--- src/hdl/tmap_fifo.sv ---
// small generic register queue with full and empty flags
`default_nettype none
module tmap_fifo #(
   parameter int unsigned WIDTH = 8,
   parameter int unsigned DEPTH = 4
) (
   input  wire logic             clock,
   input  wire logic             reset,
   input  wire logic             push,
   input  wire logic [WIDTH-1:0] wr_data,
   output logic                  full,
   input  wire logic             pop,
   output logic                  empty,
   output logic [WIDTH-1:0]      rd_data
);
   localparam int unsigned PTR_W = (DEPTH > 1) ? $clog2(DEPTH) : 1;
   localparam int unsigned CNT_W = $clog2(DEPTH + 1);
   localparam logic [PTR_W-1:0] PTR_LAST = PTR_W'(DEPTH - 1);
   localparam logic [CNT_W-1:0] CNT_FULL = CNT_W'(DEPTH);

   logic [WIDTH-1:0] mem_ff [DEPTH];
   logic [PTR_W-1:0] wr_ptr_ff, wr_ptr_in, rd_ptr_ff, rd_ptr_in;
   logic [CNT_W-1:0] count_ff, count_in;
   logic             do_push, do_pop;

   assign full    = (count_ff == CNT_FULL);
   assign empty   = (count_ff == '0);
   assign do_push = push && !full;
   assign do_pop  = pop && !empty;
   assign rd_data = mem_ff[rd_ptr_ff];

   // pointer and count update
   always_comb begin
      wr_ptr_in = wr_ptr_ff;
      rd_ptr_in = rd_ptr_ff;
      count_in  = count_ff;
      if (do_push) begin
         wr_ptr_in = (wr_ptr_ff == PTR_LAST) ? '0 : wr_ptr_ff + 1'b1;
      end
      if (do_pop) begin
         rd_ptr_in = (rd_ptr_ff == PTR_LAST) ? '0 : rd_ptr_ff + 1'b1;
      end
      if (do_push && !do_pop) begin
         count_in = count_ff + 1'b1;
      end else if (do_pop && !do_push) begin
         count_in = count_ff - 1'b1;
      end
   end

   always_ff @(posedge clock) begin
      if (reset) begin
         wr_ptr_ff <= '0;
         rd_ptr_ff <= '0;
         count_ff  <= '0;
      end else begin
         wr_ptr_ff <= wr_ptr_in;
         rd_ptr_ff <= rd_ptr_in;
         count_ff  <= count_in;
      end
   end

   // storage
   always_ff @(posedge clock) begin
      if (do_push) begin
         mem_ff[wr_ptr_ff] <= wr_data;
      end
   end

endmodule
`default_nettype wire

--- config.mk ---
export PLATFORM = sky130hd
export DESIGN_NAME = tmap_fifo
export DESIGN_NICKNAME = d
export VERILOG_FILES = /design/src/hdl/tmap_fifo.sv
export SDC_FILE = /design/constraint.sdc
export NUM_CORES = 1
export LEC_CHECK = 0
export BUFFER_PORTS_ARGS = -buffer_cell sky130_fd_sc_hd__buf_4
export CAP_MARGIN = 30
export CORE_ASPECT_RATIO = 1.2
export CORE_MARGIN = 3
export CORE_UTILIZATION = 43
export CTS_BUF_LIST = sky130_fd_sc_hd__clkbuf_16
export CTS_CLUSTER_DIAMETER = 100
export DETAILED_ROUTE_END_ITERATION = 6
export GPL_TIMING_DRIVEN = 0
export PLACE_DENSITY = 0.62
export SLEW_MARGIN = 20
export SYNTH_ARGS = -nofsm -noshare
export SYNTH_HDL_FRONTEND = slang
export SYNTH_SLANG_ARGS = --single-unit
--- constraint.sdc ---
create_clock -name clock -period 2 [get_ports clock]
set_input_delay 0.4 -clock clock [delete_from_list [all_inputs] [get_ports clock]]
set_output_delay 0.4 -clock clock [all_outputs]
set_load 0.01 [all_outputs]
# Yosys cells after proc, flatten, opt, wreduce, memory -nomap -nowiden
# Memory sizes are Yosys's and may differ from the RTL's. A register that Yosys moved wholly into a read port is not among the register bits.
# Cells that the tools add are included.
# word_totals
regBits,7
latchBits,0
mem_bits_rw,32
rom_bits,0
output_inout_bits,10
n_memories,1
# memory_table
name,depth,width,read_ports,rd_clocked_by_memory_dff,write_ports,line_no,rtl
mem_ff,4,8,1,1,1,21,logic [WIDTH-1:0] mem_ff [DEPTH];
# op_classes
add_sub_neg,4
n_mul,0
div_mod_pow,0
magnitude_cmp,0
eq_ne,3
n_shift,0
n_mux,8
bitwise,0
n_reduce_logical,10
# ops
operator,n
2-bit 2-to-1 mux,4
3-bit 2-to-1 mux,2
2-bit by 1-bit adder with 2-bit output (second input constant),2
2-bit == test (second input constant),2
1-bit logical AND,4
1-bit zero test,4
3-bit by 1-bit adder with 3-bit output (second input constant),1
3-bit == test (second input constant),1
3-bit zero test,1
3-bit by 1-bit subtractor with 3-bit output (second input constant),1
1-bit 2-to-1 mux,2
2-bit nonzero test,1

# Depth between registers and ports, before layout
# depth
depth_word,7
ltp_mapped,10
mapped_depth_nobuf,9

# Least setup slack after synthesis
# No wires, ideal clock.
# synth_path
path_type,reg-to-reg
from,reg count_ff[0]
to,reg count_ff[2]
setup_time_ns,0.070
arrival_time_ns,2.103
required_ns,1.930
setup_slack_ns,-0.174
stages_incl_launch_ff,11
path_buffers,1
period_less_slack_ns,2.174
cell_sequence,dfxtp_1 > or3b_1 > buf_6 > clkinv_4 > nor2_2 > ha_1 > inv_1 > fa_1 > xor2_1 > or3_2 > a21oi_1
# synth_between
elab_chain_cells,6
# synth_lines
element,line_no,rtl
start: declaration,23,"logic [CNT_W-1:0] count_ff, count_in;"
start signal: assignment,58,count_ff <= count_in;
3-bit == test *,26,assign full = (count_ff == CNT_FULL);
named net full,11,"output logic full,"
1-bit zero test *,28,assign do_push = push && !full;
1-bit logical AND *,28,
named net do_push,24,"logic do_push, do_pop;"
1-bit zero test,45,end else if (do_pop && !do_push) begin
1-bit logical AND,45,
2-bit nonzero test (no source line),--,
# The timed path passes the listed nets; every way through them passes the cells marked *. The select of a mux whose other input is x is not followed.
# A chain may end at the register's enable or synchronous reset.

# Worst setup path in the final report
# layout_path
from,reg count_ff[2]
to,reg count_ff[2]
# layout_between
elab_chain_cells,6
# layout_lines
element,line_no
3-bit == test *,26
1-bit zero test *,28
1-bit logical AND *,28
named net do_push,24
1-bit zero test,45
1-bit logical AND,45
2-bit nonzero test (no source line),--
# Marked as above.

==> results by group <==
Synth
  – Synth warnings: 0
  – Number of enable flip-flop cells after synthesis: 32
  – Dominant synthesized flop cell: edfxtp_1
  – Synthesized cell area: around 1600 µm²
  – Post-Synthesis Cells: 92
  – Unique cell type count in the Yosys netlist: 26
  – Top-count cell post-synth: edfxtp_1
  – Yosys top cell area share: 58.40%
  – Register area share after synthesis: 69.35%
  – Commonest cells in the synthesized netlist: edfxtp_1 (32), dfxtp_1 (9), mux4_2 (8)
  – Synth top area cells: edfxtp_1 (58%), dfxtp_1 (11%), mux4_2 (11%), ha_1 (4.6%), and3_2 (1.8%)
  – Synth area leader: edfxtp_1
  – Post-synth ARST share: 0%
  – Mean Syn Cell Area: ~18 µm²
  – Post-Syn Nets: 111
  – Synthesized flop and latch total: 41

Critical path
  – Required @ worst endpoint: 2.20 ns
  – WS Path Type: reg2reg
  – CP startpoint kind: flip-flop
  – CP max FO: 3
  – CP Capture Type: flip-flop
  – CP Data Arrival Time: around 2.2 ns

Finish
  – Final Net Count: 142
  – Layout cells sized above 1: approximately 47%
  – Multi-input gate area: between 400 and 500 µm²
  – Register area: 1152 µm²
  – Antenna fix cells: 0
  – Area grow syn2layout: 26.62%
  – Final cell count without fillers: 176
  – Fillers: 318

Placed design
  – RD Place Congestion: 0.6440
  – Port bufs: 20
  – Number of placed cells counting well taps: 164
  – Hpwl dp: 1.790 mm

Drt
  – M1 WL: 1.008 mm
  – First-pass DRT Iterations: 4
  – Routed via count: 863
  – Uppermost routed layer: met4
  – WL final: about 2.6 mm
  – Vias per inst: 4.903
  – Final ANT Viol Nets: 0
  – Wire per inst: 14.99 µm
  – Met2 Wirelength: 1.451 mm
  – Met3 Wirelength: 142 µm
  – DRC violations left: 0
  – Initial drt markers: 44

Outcome
  – Status: completed

CTS
  – CTS Buf Count: 5
  – H-Tree Depth: 2
  – Skew-Pair Late Insertion Delay: approximately 0.28 ns
  – Clock Path Buffers: 2
  – Hold_buf cts: 0
  – CTS sink count: ~40
  – CTS tree: built
  – Root Buffer: clkbuf_16
  – Clock slew at the register clock pins of the worst setup and hold paths: around 0.06 ns

Hold path
  – Worst min-delay path class: in2reg

Global routing
  – Global route total overflow: 0
  – Largest net degree at the start of global routing: 13
  – GRT Total Usage: 12.88%
  – Number of global-route vias before repair: 910
  – Initial antenna violation count: 0
  – Global-route wire length before repair: 4.340 mm

Timing
  – Crit path time final: 1.990 ns
  – TNS Setup: 0 ns
  – Hold slack: 0.3220 ns
  – Final period utilization: between 90% and 100%
  – # setup viols final: 0
  – Worst Max-Slew Pin Slew: between 0.4 and 0.5 ns
  – Final hold viol count: 0
  – Rel. slew slack: 71.89%
  – Max Freq: approximately 500 MHz
  – Skew final: 0.002874 ns
  – Final Max Tran Viols: 0
  – RSZ-0062 raised after global routing: yes

Die
  – Die ar.: between 4000 and 5000 µm²
  – Rows: 24
  – Core Area: about 3700 µm²
  – Initial core utilization: 44.91%
  – DIE WIDTH: 62.47 µm
  – Die Y: around 74 µm
  – Io pins: 22

Pwr
  – Share of power burned in registers: 43.2%
  – Power density over cell area: 1247 nW/µm²
  – Combinational power share: 28.3%
  – Net Sw Power: 0.0006826 W
  – Maximum vdd drop: 0.6590 mV
  – Clock power frac: 28.6%
  – P_leak: between 0.7 and 0.8 nW
  – Sw Ratio: 26.29%
  – Cell internal pwr: 0.001914 W

Flow run
  – Maximum capacitance violations: 0
-- metal layers --
metal  vias to the layer above  global-route usage [%]
li1                        412                       -
met1                       426                   12.98
met2                        21                   23.58
met3                         4                   5.505
met4                         0                   5.147
met5                         -                       0
-- logic make-up after synthesis --
group / after synthesis / share of synthesized area (%)
compound gates: 7 / 3.041
xor+xnor: 2 / 1.065
fa+ha+maj: 7 / 5.779
buf+inv: 9 / 2.889
flops: 41 / 69.35
mux: 10 / 12.17
simple gates: 16 / 5.704
-- flip-flops by register name, indices dropped and copies added (netlist names), named ones only --
name	cells
wr_ptr_ff	2
count_ff	3
mem_ff	32
rd_ptr_ff	2
-- layout by cell type (no fill, tap or decap) --
master	instances
o21ai_0	1
nand3_1	2
o21ai_1	1
o31ai_2	1
inv_2	1
and3_2	4
edfxtp_1	32
dfxtp_1	6
ha_1	5
xor2_1	2
clkinv_4	1
fa_2	1
nor2_1	3
nor2_4	1
inv_1	4
buf_4	26
or3_1	1
mux2i_1	2
dfxtp_4	3
buf_6	1
clkinv_2	2
clkbuf_16	5
ha_4	1
a21oi_1	2
o31ai_4	1
or3b_1	1
nand2_1	1
clkbuf_1	1
mux4_2	8
a21oi_2	1
or3_4	1
nor3_1	2
-- stage by stage --
step	utilization, %	cell area, µm²	worst slack (ns)	power, W
finish	56.86	2083	0.009693	0.002597
global placement	51.40	1883	-0.06785	0.001782
CTS	56.97	2087	-0.002667	0.002636
detailed placement	51.40	1883	-0.1006	0.001807
floorplan	-	1668	-0.0009572	0.001569
global route	56.86	2083	-0.07719	0.002741
-- power groups by stage --
stage | clock (W) | combinational [W] | sequential (W)
finish | 0.000742 | 0.000734 | 0.00112
global route | 0.000796 | 0.000809 | 0.00114
CTS | 0.000763 | 0.000759 | 0.00111
detailed placement | 0 | 0.000674 | 0.00113
global placement | 0 | 0.000661 | 0.00112
floorplan | 0 | 0.000455 | 0.00111
-- worst max-delay path, stage by stage, from the launching register on --
cell and delay (ns):
dfxtp_4 0.35, or3b_1 0.17, buf_6 0.11, clkinv_4 0.05
nor2_4 0.11, ha_4 0.15, inv_2 0.04, fa_2 0.34
xor2_1 0.16, or3_4 0.33, a21oi_2 0.11
-- layout make-up --
| type | count | share of cell area, % |
|---|---|---|
| plain buffers | 3 | 1.081 |
| clock buffers | 5 | 6.006 |
| clock inverters | 3 | 0.6607 |
| inverters | 5 | 1.141 |
| multi-input cells | 42 | 23.66 |
| flip-flops and latches | 41 | 55.32 |
| well taps | 52 | 3.123 |
| repair buffers | 25 | 9.009 |
-- final timing paths --
check | startpoint | end | slack [ns] | depth (start not counted)
worst max-delay path | count_ff[2]$_SDFFE_PP0P_ | count_ff[2]$_SDFFE_PP0P_ | 0.01 | 10
worst min register to register | rd_ptr_ff[0]$_SDFFE_PP0P_ | flip-flop | 0.49 | 2
worst max register to register | count_ff[2]$_SDFFE_PP0P_ | count_ff[2]$_SDFFE_PP0P_ | 0.01 | 10
worst min-delay path | wr_data[3] | mem_ff[0][3]$_DFFE_PP_ | 0.32 | 1
-- timing repair --
| action | in CTS | in global routing |
|---|---|---|
| pin swaps | 2 | 0 |
| setup endpoints to repair | 8 | 7 |
| endpoints found under the hold margin | 0 | 0 |
| buffers inserted | 5 | 0 |
| gates resized for setup | 5 | 0 |
(Power assumes the default switching activity.)
