## config.mk

```make
export PLATFORM = sky130hd
export DESIGN_NAME = tmap_front
export DESIGN_NICKNAME = d
export VERILOG_FILES = /design/src/hdl/tmap_pkg.sv /design/src/hdl/tmap_front.sv
export SDC_FILE = /design/constraint.sdc
export NUM_CORES = 1
export LEC_CHECK = 0
export BUFFER_PORTS_ARGS = -buffer_cell sky130_fd_sc_hd__buf_2
export CAP_MARGIN = 25
export CORE_MARGIN = 2
export CORE_UTILIZATION = 55
export DETAILED_ROUTE_END_ITERATION = 12
export PLACE_DENSITY = 0.78
export SLEW_MARGIN = 20
export SYNTH_ARGS = -nofsm -noshare
export SYNTH_HDL_FRONTEND = slang
export SYNTH_SLANG_ARGS = --single-unit
```

## constraint.sdc

```tcl
create_clock -name vclk -period 9.55
set_clock_uncertainty 0.2 [all_clocks]
set_input_delay 1.91 -clock vclk [all_inputs]
set_output_delay 1.91 -clock vclk [all_outputs]
set_load 0.02 [all_outputs]
```

## src/hdl/tmap_pkg.sv

```systemverilog
// shared types and constants for the half-float reinhard tonemapper
`default_nettype none
package tmap_pkg;

   localparam int unsigned NUM_CHAN   = 3;
   localparam int unsigned GAIN_W     = 16;
   localparam int unsigned HALF_W     = 16;
   localparam int unsigned SIG_W      = 11;
   localparam int unsigned PROD_W     = GAIN_W + SIG_W;   // 27
   localparam int unsigned EXP_W      = 5;
   localparam int unsigned X_W        = PROD_W + 5;       // 32
   localparam int unsigned D_W        = 25;               // up to 2^24
   localparam int unsigned NUM_W      = 42;               // 511*X + D
   localparam int unsigned DEN_W      = 34;               // 2*(X + D)
   localparam int unsigned BYTE_W     = 8;
   localparam int unsigned DIV_STEPS  = 8;

   localparam logic [EXP_W-1:0]  EXP_SPECIAL = 5'h1F;
   localparam logic [EXP_W-1:0]  EXP_UNITY   = 5'd25;
   localparam logic [BYTE_W-1:0] BYTE_FULL   = 8'hFF;

   // csr register byte addresses
   localparam logic [2:0] CSR_ADDR_GAIN = 3'd0;
   localparam logic [GAIN_W-1:0] GAIN_RESET = 16'd400;

   // one channel after decode
   typedef struct packed {
      logic              sat;    // positive infinity
      logic [EXP_W-1:0]  expo;   // effective biased exponent (1 for subnormals)
      logic [PROD_W-1:0] prod;   // gain * significand, 0 for forced-zero
   } chan_work_type;

   typedef struct packed {
      chan_work_type [NUM_CHAN-1:0] chan;
      logic                         eof;
   } front_item_type;

   typedef struct packed {
      logic [NUM_CHAN-1:0][BYTE_W-1:0] bytes;
      logic                            eof;
   } back_item_type;

endpackage
`default_nettype wire

```

## src/hdl/tmap_front.sv

```systemverilog
// front end: decodes the three half channels and forms gain * significand
`default_nettype none
module tmap_front (
   input  wire logic [tmap_pkg::GAIN_W-1:0] gain,
   input  wire logic [tmap_pkg::HALF_W-1:0] red_half,
   input  wire logic [tmap_pkg::HALF_W-1:0] green_half,
   input  wire logic [tmap_pkg::HALF_W-1:0] blue_half,
   input  wire logic                        end_of_frame,
   output tmap_pkg::front_item_type         item
);
   import tmap_pkg::*;

   logic [HALF_W-1:0] halves [NUM_CHAN];

   assign halves[0] = red_half;
   assign halves[1] = green_half;
   assign halves[2] = blue_half;

   // per-channel classify and scale
   always_comb begin
      logic [EXP_W-1:0]  e;
      logic [9:0]        frac;
      logic [SIG_W-1:0]  sig;
      logic              zero;
      item.eof = end_of_frame;
      for (int c = 0; c < NUM_CHAN; c++) begin
         e    = halves[c][14:10];
         frac = halves[c][9:0];
         sig  = (e == '0) ? {1'b0, frac} : {1'b1, frac};
         // negative, nan, infinity and zero give a zero product to the divider
         zero = halves[c][15] || (e == EXP_SPECIAL) || (e == '0 && frac == '0);
         item.chan[c].sat  = !halves[c][15] && (e == EXP_SPECIAL) && (frac == '0);
         item.chan[c].expo = (e == '0) ? EXP_W'(1) : e;
         item.chan[c].prod = zero ? '0 : PROD_W'(gain) * PROD_W'(sig);
      end
   end

endmodule
`default_nettype wire

```

# Word level (Yosys, flattened, before mapping)

Index checks and enable logic that the tools add are counted.

Multiplexer cells: 9
$mul: 3
Equal/unequal tests: 3
Reductions and logical operators: 24

Operators with widths:

| operator                                    | number |
|---|---|
| multiplier 16 x 11 -> 27 bit                | 3 |
| two-way mux 27 bit                          | 3 |
| two-way mux 11 bit                          | 3 |
| zero test 10 bit                            | 3 |
| equality test 5 bit (second input constant) | 3 |
| zero test 5 bit                             | 3 |
| two-way mux 5 bit                           | 3 |
| logical AND 1 bit                           | 9 |
| logical OR 1 bit                            | 6 |
| zero test 1 bit                             | 3 |

Word-level logic and storage cells: 39
Flip-flop bits (word level): 0
Bits of input ports: 65

# Depth between registers and ports, before layout

Gate-level depths: netlist of run 1.

Depth after elaboration: 4
Gate-level depth with buffers: 22
Gate-level depth less buffers: 20

# Worst setup path before layout of run 1

Ideal clock, no wire load.

Path type: input-to-output
Start: input port red_half[11] (netlist name)
End: output port item[27] (netlist name)
Path slack: 0.075 ns
Stages: 21
Arrival: 7.365 ns
Cell sequence: or4_1 -> or2_1 -> clkbuf_1 -> clkbuf_1 -> and2_1 -> fa_1 -> inv_1 -> fa_1 -> fa_1 -> fa_1 -> inv_1 -> fa_1 -> ha_1 -> buf_6 -> a21o_1 -> a21oi_1 -> o211ai_1 -> o311a_1 -> a221o_1 -> or3_1 -> a21oi_1

RTL lines:

| item            | line            | text |
|---|---|---|
| start, declared | tmap_front.sv:5 | `input wire logic [tmap_pkg::HALF_W-1:0] red_half,` |
| end, declared   | tmap_front.sv:9 | `output tmap_pkg::front_item_type item` |

==> impl_metrics.env, run 1 <==
export IMPL_status="finished clean"
export IMPL_nets=2958
export IMPL_post_drt_via_cell_ratio=5.51
export IMPL_netlist_area_sq_um=18000
export IMPL_nClkBuffers=0
export IMPL_antenna_found_initial=1
export IMPL_rows=66
export IMPL_drtPass1Iterations=6
export IMPL_syn_to_final_growth_pct=9.90
export IMPL_finalMaxSlewViolations=0
export IMPL_routed_wl_mm=44.3
export IMPL_critical_path_class="in -> out"
export IMPL_drt_initial_drc_count=892
export IMPL_tightest_slew_ps=916
export IMPL_ios=165
export IMPL_syn_inst=2215
export IMPL_place_hpwl_mm=35.6
export IMPL_post_place_cells=2757
export IMPL_die_x_um=185
export IMPL_end_kind="output pin"
export IMPL_stdcell_count=2763
export IMPL_fmaxAchievable_mhz=105
export IMPL_globalRoute_busiestLayer="met2"
export IMPL_holdPathEnd="item[0]"
export IMPL_coreArea_sq_um=32400
export IMPL_fin_crit_sh=0.996
export IMPL_routabilityCongestion=0.963
export IMPL_fillers=2837
export IMPL_hold_path_class="in -> out"
export IMPL_synth_top_cell_area_share=0.418
export IMPL_grt_max_degree=34
export IMPL_layout_setup_ws_ps=39.5
export IMPL_vias=15200
export IMPL_setup_viol=0
export IMPL_hold_violations=0
export IMPL_drive_above_1_share=0.127
export IMPL_met3_usage=0.0226
export IMPL_globalRouteMet1Util=0.355
export IMPL_whs_ps=3620
export IMPL_grt_use_met2=0.490
export IMPL_grt_pass1_wl_mm=75.9
export IMPL_syn_nets=2850
export IMPL_ant_nets=0
export IMPL_slew_headroom=0.385
export IMPL_netlist_top_cells_area="fa_1, ha_1, inv_1"
export IMPL_preCtsSetupSlack_ps=-68.9
export IMPL_grt_pass1_vias=16200
export IMPL_finalCriticalPeriod_ps=9510
export IMPL_die_y_um=185
export IMPL_dieArea_sq_um=34200
export IMPL_drv_cap=0
export IMPL_yosysWarnings=0
export IMPL_avgSynthCellArea_sq_um=8.12
export IMPL_seq_area_frac_synth=0
export IMPL_route_detailed_wl_per_inst_um=16.0
export IMPL_critPathArrivalTime_ps=7400
export IMPL_whs_path_depth=0
export IMPL_grt_usage=0.270
export IMPL_overflow=0
export IMPL_regArea_sq_um=0
export IMPL_synth_largest_area_cell="fa_1"
export IMPL_drc=0
export IMPL_synth_cell_type_count=53
export IMPL_cp_start_kind="primary input"
export IMPL_rsz0062_at_grt="yes"
export IMPL_initial_core_util=0.555
export IMPL_critPathMaxFanout=6
export IMPL_io_buffers=163
export IMPL_min_from="end_of_frame"
export IMPL_required_ps=7440
export IMPL_diodes=0
export IMPL_seq_cells=0
-- worst max-delay path by stage --
stage	start	endpoint	slack [ps]	cells past startpoint
after floorplan	red_half[11]	item[27]	80	21
after global routing	green_half[11]	item[57]	-140	20
after detailed placement	red_half[11]	item[27]	-70	22
final	green_half[11]	item[60]	40	23
after global placement	red_half[11]	item[27]	20	20
after CTS	green_half[11]	item[59]	-60	20
-- routing by layer --
layer  share of wire  up-vias
met4           0.020        2
li1                -     6928
met3           0.062       84
met1            0.41     7663
met5         0.00029        -
met2            0.51      538
-- cell type report --
type / instances / area, sq um / area share
Multi-Input combinational cell: 1639 / 16100 / 0.816
Inverter: 450 / 1690 / 0.0855
Timing Repair Buffer: 232 / 1400 / 0.0706
Tap cell: 442 / 553 / 0.0280
-- cells by family after synthesis --
| family | count (synthesis) | share of synthesized area |
|---|---|---|
| simple gates | 788 | 0.215 |
| xor+xnor | 51 | 0.0248 |
| compound gates | 225 | 0.0808 |
| mux | 5 | 0.00278 |
| fa+ha+maj | 570 | 0.553 |
| buf+inv | 576 | 0.123 |
-- cells in the final DEF, fill, tap and decap left out, types with 4 or more instances in the layout --
cell type | netlist | routed
clkbuf_4 | 0 | 6
nand2_1 | 315 | 314
a21o_1 | 33 | 33
xnor2_1 | 30 | 30
mux2i_1 | 5 | 5
buf_6 | 2 | 7
o21ai_0 | 40 | 34
ha_4 | 0 | 10
nand2b_1 | 11 | 11
o21bai_1 | 11 | 11
a211oi_1 | 7 | 5
a21oi_2 | 0 | 7
and2_1 | 265 | 261
o31ai_2 | 0 | 5
o211ai_1 | 4 | 4
ha_1 | 195 | 185
nand4_1 | 9 | 9
inv_2 | 0 | 5
o21a_1 | 14 | 13
fa_1 | 375 | 374
or3_1 | 5 | 5
nor3_1 | 22 | 19
xor2_1 | 21 | 21
and3_1 | 14 | 11
and2_4 | 0 | 4
o21ai_1 | 1 | 6
buf_2 | 4 | 149
a21oi_1 | 70 | 63
a31oi_1 | 7 | 5
nor2_1 | 94 | 93
a211o_1 | 6 | 6
inv_1 | 450 | 445
nand3_1 | 20 | 20
buf_4 | 7 | 70
nor4_1 | 13 | 12
-- critical path: stages --
cell,delay [ps]
buf_6,90
or4_4,530
or2_4,300
buf_6,130
and2_4,150
fa_1,490
inv_1,50
fa_1,470
fa_1,510
inv_1,50
fa_1,510
inv_2,40
fa_1,510
inv_2,50
ha_4,260
and3_4,190
and2_4,150
and3_4,180
and4_4,220
a31oi_4,80
a211o_1,280
nand2_1,90
buf_6,130
-- stage by stage --
stage | setup TNS [ps] | util | cell area (sq um)
global placement | 0 | 0.596 | 19300
CTS | -136 | 0.596 | 19300
floorplan | 0 | - | 18000
finish | 0 | 0.610 | 19800
global route | -422 | 0.610 | 19800
detailed placement | -134 | 0.596 | 19300
-- Yosys cell counts, drive strengths merged, types with 20 or more instances --
cell	n
a21o	33
a21oi	70
and2	265
clkbuf	112
fa	375
ha	195
inv	450
nand2	315
nand3	20
nor2	94
nor3	22
o21ai	41
xnor2	30
xor2	21
-- what timing repair did --
| item | in CTS | in global routing |
|---|---|---|
| hold buffers | 0 | 0 |
| resized for setup | 1 | 90 |
| setup buffers | 0 | 6 |
| endpoints found under the setup margin | 6 | 28 |
| gates cloned | 0 | 0 |
| pin swaps | 0 | 37 |
Power of run 1 is left out: the tool's default activity adds up to more than one toggle a clock period on the data nets, which glitch-free logic cannot reach.
==> run 2, diff against run 1 <==
==> constraint.sdc (replaced) <==
create_clock -name vclk -period 9.55
set_clock_uncertainty 0.2 [all_clocks]
set_input_delay 0.4775 -clock vclk [all_inputs]
set_output_delay 0.4775 -clock vclk [all_outputs]
set_load 0.02 [all_outputs]
==> run 2 against run 1 <==
  * Sequential cell count is the same
  * Cell area shrank 4.6%
  * Non-clock buffer count is 65 lower
  * Sequential share of layout area stayed put
  * Hold slack worse by 2900 ps
  * Wire length fell by 0.56%
  * Die area stayed put
  * First-iteration DRC count grew 4.1%
  * Clock-buffer cell count stayed put
  * Global-route usage rose by 0.20 points
  * Fmax rose by 33%
  * Critical path type unchanged
  * Critical endpoint is now item[59]
  * Largest cell class unchanged
  * Highest routed layer is now met4
==> impl_metrics.env, run 2 (synthesized netlist as in run 1, its figures left out) <==
export IMPL_postCtsSetupBuffers=0
export IMPL_overflow=0
export IMPL_finalCriticalPeriod_ps=7150
export IMPL_rsz0062_at_grt="no"
export IMPL_initial_core_util=0.555
export IMPL_critical_path_class="in -> out"
export IMPL_rows=66
export IMPL_antenna_found_initial=1
export IMPL_finalMaxSlewViolations=0
export IMPL_routed_wl_mm=44.1
export IMPL_critPathArrivalTime_ps=6470
export IMPL_seq_cells=0
export IMPL_hold_violations=0
export IMPL_cts_resized=0
export IMPL_vias=14800
export IMPL_regArea_sq_um=0
export IMPL_die_x_um=185
export IMPL_cts_hold_repair_buffers=0
export IMPL_nClkBuffers=0
export IMPL_final_cell_mix="inv_1, fa_1, nand2_1"
export IMPL_cp_start_kind="primary input"
export IMPL_tightest_slew_ps=828
export IMPL_drtPass1Iterations=5
export IMPL_crit_chain="buf_2, or4_1, or2_1, and2_1, fa_1, inv_1, fa_1, fa_1, fa_1, inv_1, fa_1, ha_1, and4_1, nor2b_1, a211oi_2, o31ai_1, a221oi_1, xor2_1, nor2_1, buf_2"
export IMPL_hold_path_class="in -> out"
export IMPL_cpPeakStageDelay_ps=550
export IMPL_io_buffers=163
export IMPL_grt_max_degree=34
export IMPL_die_y_um=185
export IMPL_layout_commonest_cell="inv_1"
export IMPL_multi_input_area_sq_um=15800
export IMPL_drv_cap=0
export IMPL_nets=2893
export IMPL_grt_usage=0.272
export IMPL_syn_to_final_growth_pct=4.88
export IMPL_fin_crit_sh=0.749
export IMPL_status="finished clean"
export IMPL_cpMostUsedCell="fa_1"
export IMPL_post_drt_via_cell_ratio=5.49
export IMPL_dieArea_sq_um=34200
export IMPL_slowest_stage="or4_1"
export IMPL_drc=0
export IMPL_route_detailed_wl_per_inst_um=16.3
export IMPL_grt_pass1_vias=15900
export IMPL_fmaxAchievable_mhz=140
export IMPL_fin_setup_tns_ps=0
export IMPL_grt_pass1_wl_mm=75.9
export IMPL_required_ps=8870
export IMPL_critPathBufInv=4
export IMPL_ios=165
export IMPL_slew_headroom=0.448
export IMPL_cp_depth=20
export IMPL_coreArea_sq_um=32400
export IMPL_critPathMaxFanout=17
export IMPL_setup_viol=0
export IMPL_place_hpwl_mm=34.4
export IMPL_drive_above_1_share=0.0749
export IMPL_routabilityCongestion=0.908
export IMPL_end_kind="output pin"
export IMPL_whs_path_depth=0
export IMPL_crit_family="adder cells"
export IMPL_ant_nets=0
export IMPL_drt_initial_drc_count=929
export IMPL_fillers=2912
run 2: changes by cell type in the layout (fill, tap and decap cells not counted), moves of 5 or more:
| cell | before | now |
|---|---|---|
| a21oi_1 | 63 | 70 |
| a21oi_2 | 7 | 0 |
| buf_2 | 149 | 163 |
| buf_4 | 70 | 3 |
| buf_6 | 7 | 0 |
| clkbuf_4 | 6 | 0 |
| ha_1 | 185 | 195 |
| ha_4 | 10 | 0 |
| inv_1 | 445 | 450 |
| inv_2 | 5 | 0 |
| o21ai_0 | 34 | 40 |
| o21ai_1 | 6 | 1 |
| o31ai_1 | 3 | 8 |
| o31ai_2 | 5 | 0 |
run 2: per-stage QoR:
stage	area, sq um	worst slack [ps]	hold WS (ps)	utilization	std cells
6_report	18900	2400	755	0.583	2699
5_1_grt	18900	2010	755	0.582	2698
4_1_cts	18900	2440	755	0.582	2697
3_5_place_dp	18900	2470	755	0.582	2697
3_3_place_gp	18900	2580	755	0.582	2697
2_1_floorplan	18000	2940	845	-	2215
run 2: routing by layer:
layer	vias to the layer above	share of wire	global-route usage
li1	6797	-	-
met3	106	0.063	0.0234
met5	-	0	0
met1	7380	0.42	0.364
met4	0	0.024	0.0673
met2	525	0.50	0.478
run 2: cell type report:
cell class / instances / share of cell area
Antenna cell: 1 / 0.000133
Inverter: 450 / 0.0896
Tap cell: 442 / 0.0293
Multi-Input combinational cell: 1639 / 0.836
Timing Repair Buffer: 167 / 0.0447
run 2: worst paths after layout:
| kind | startpoint | endpoint | slack [ps] |
|---|---|---|---|
| worst max-delay path | green_half[11] | item[59] | 2400 |
| worst min-delay path | end_of_frame | item[0] | 760 |
Power of run 2 is left out for the same reason.
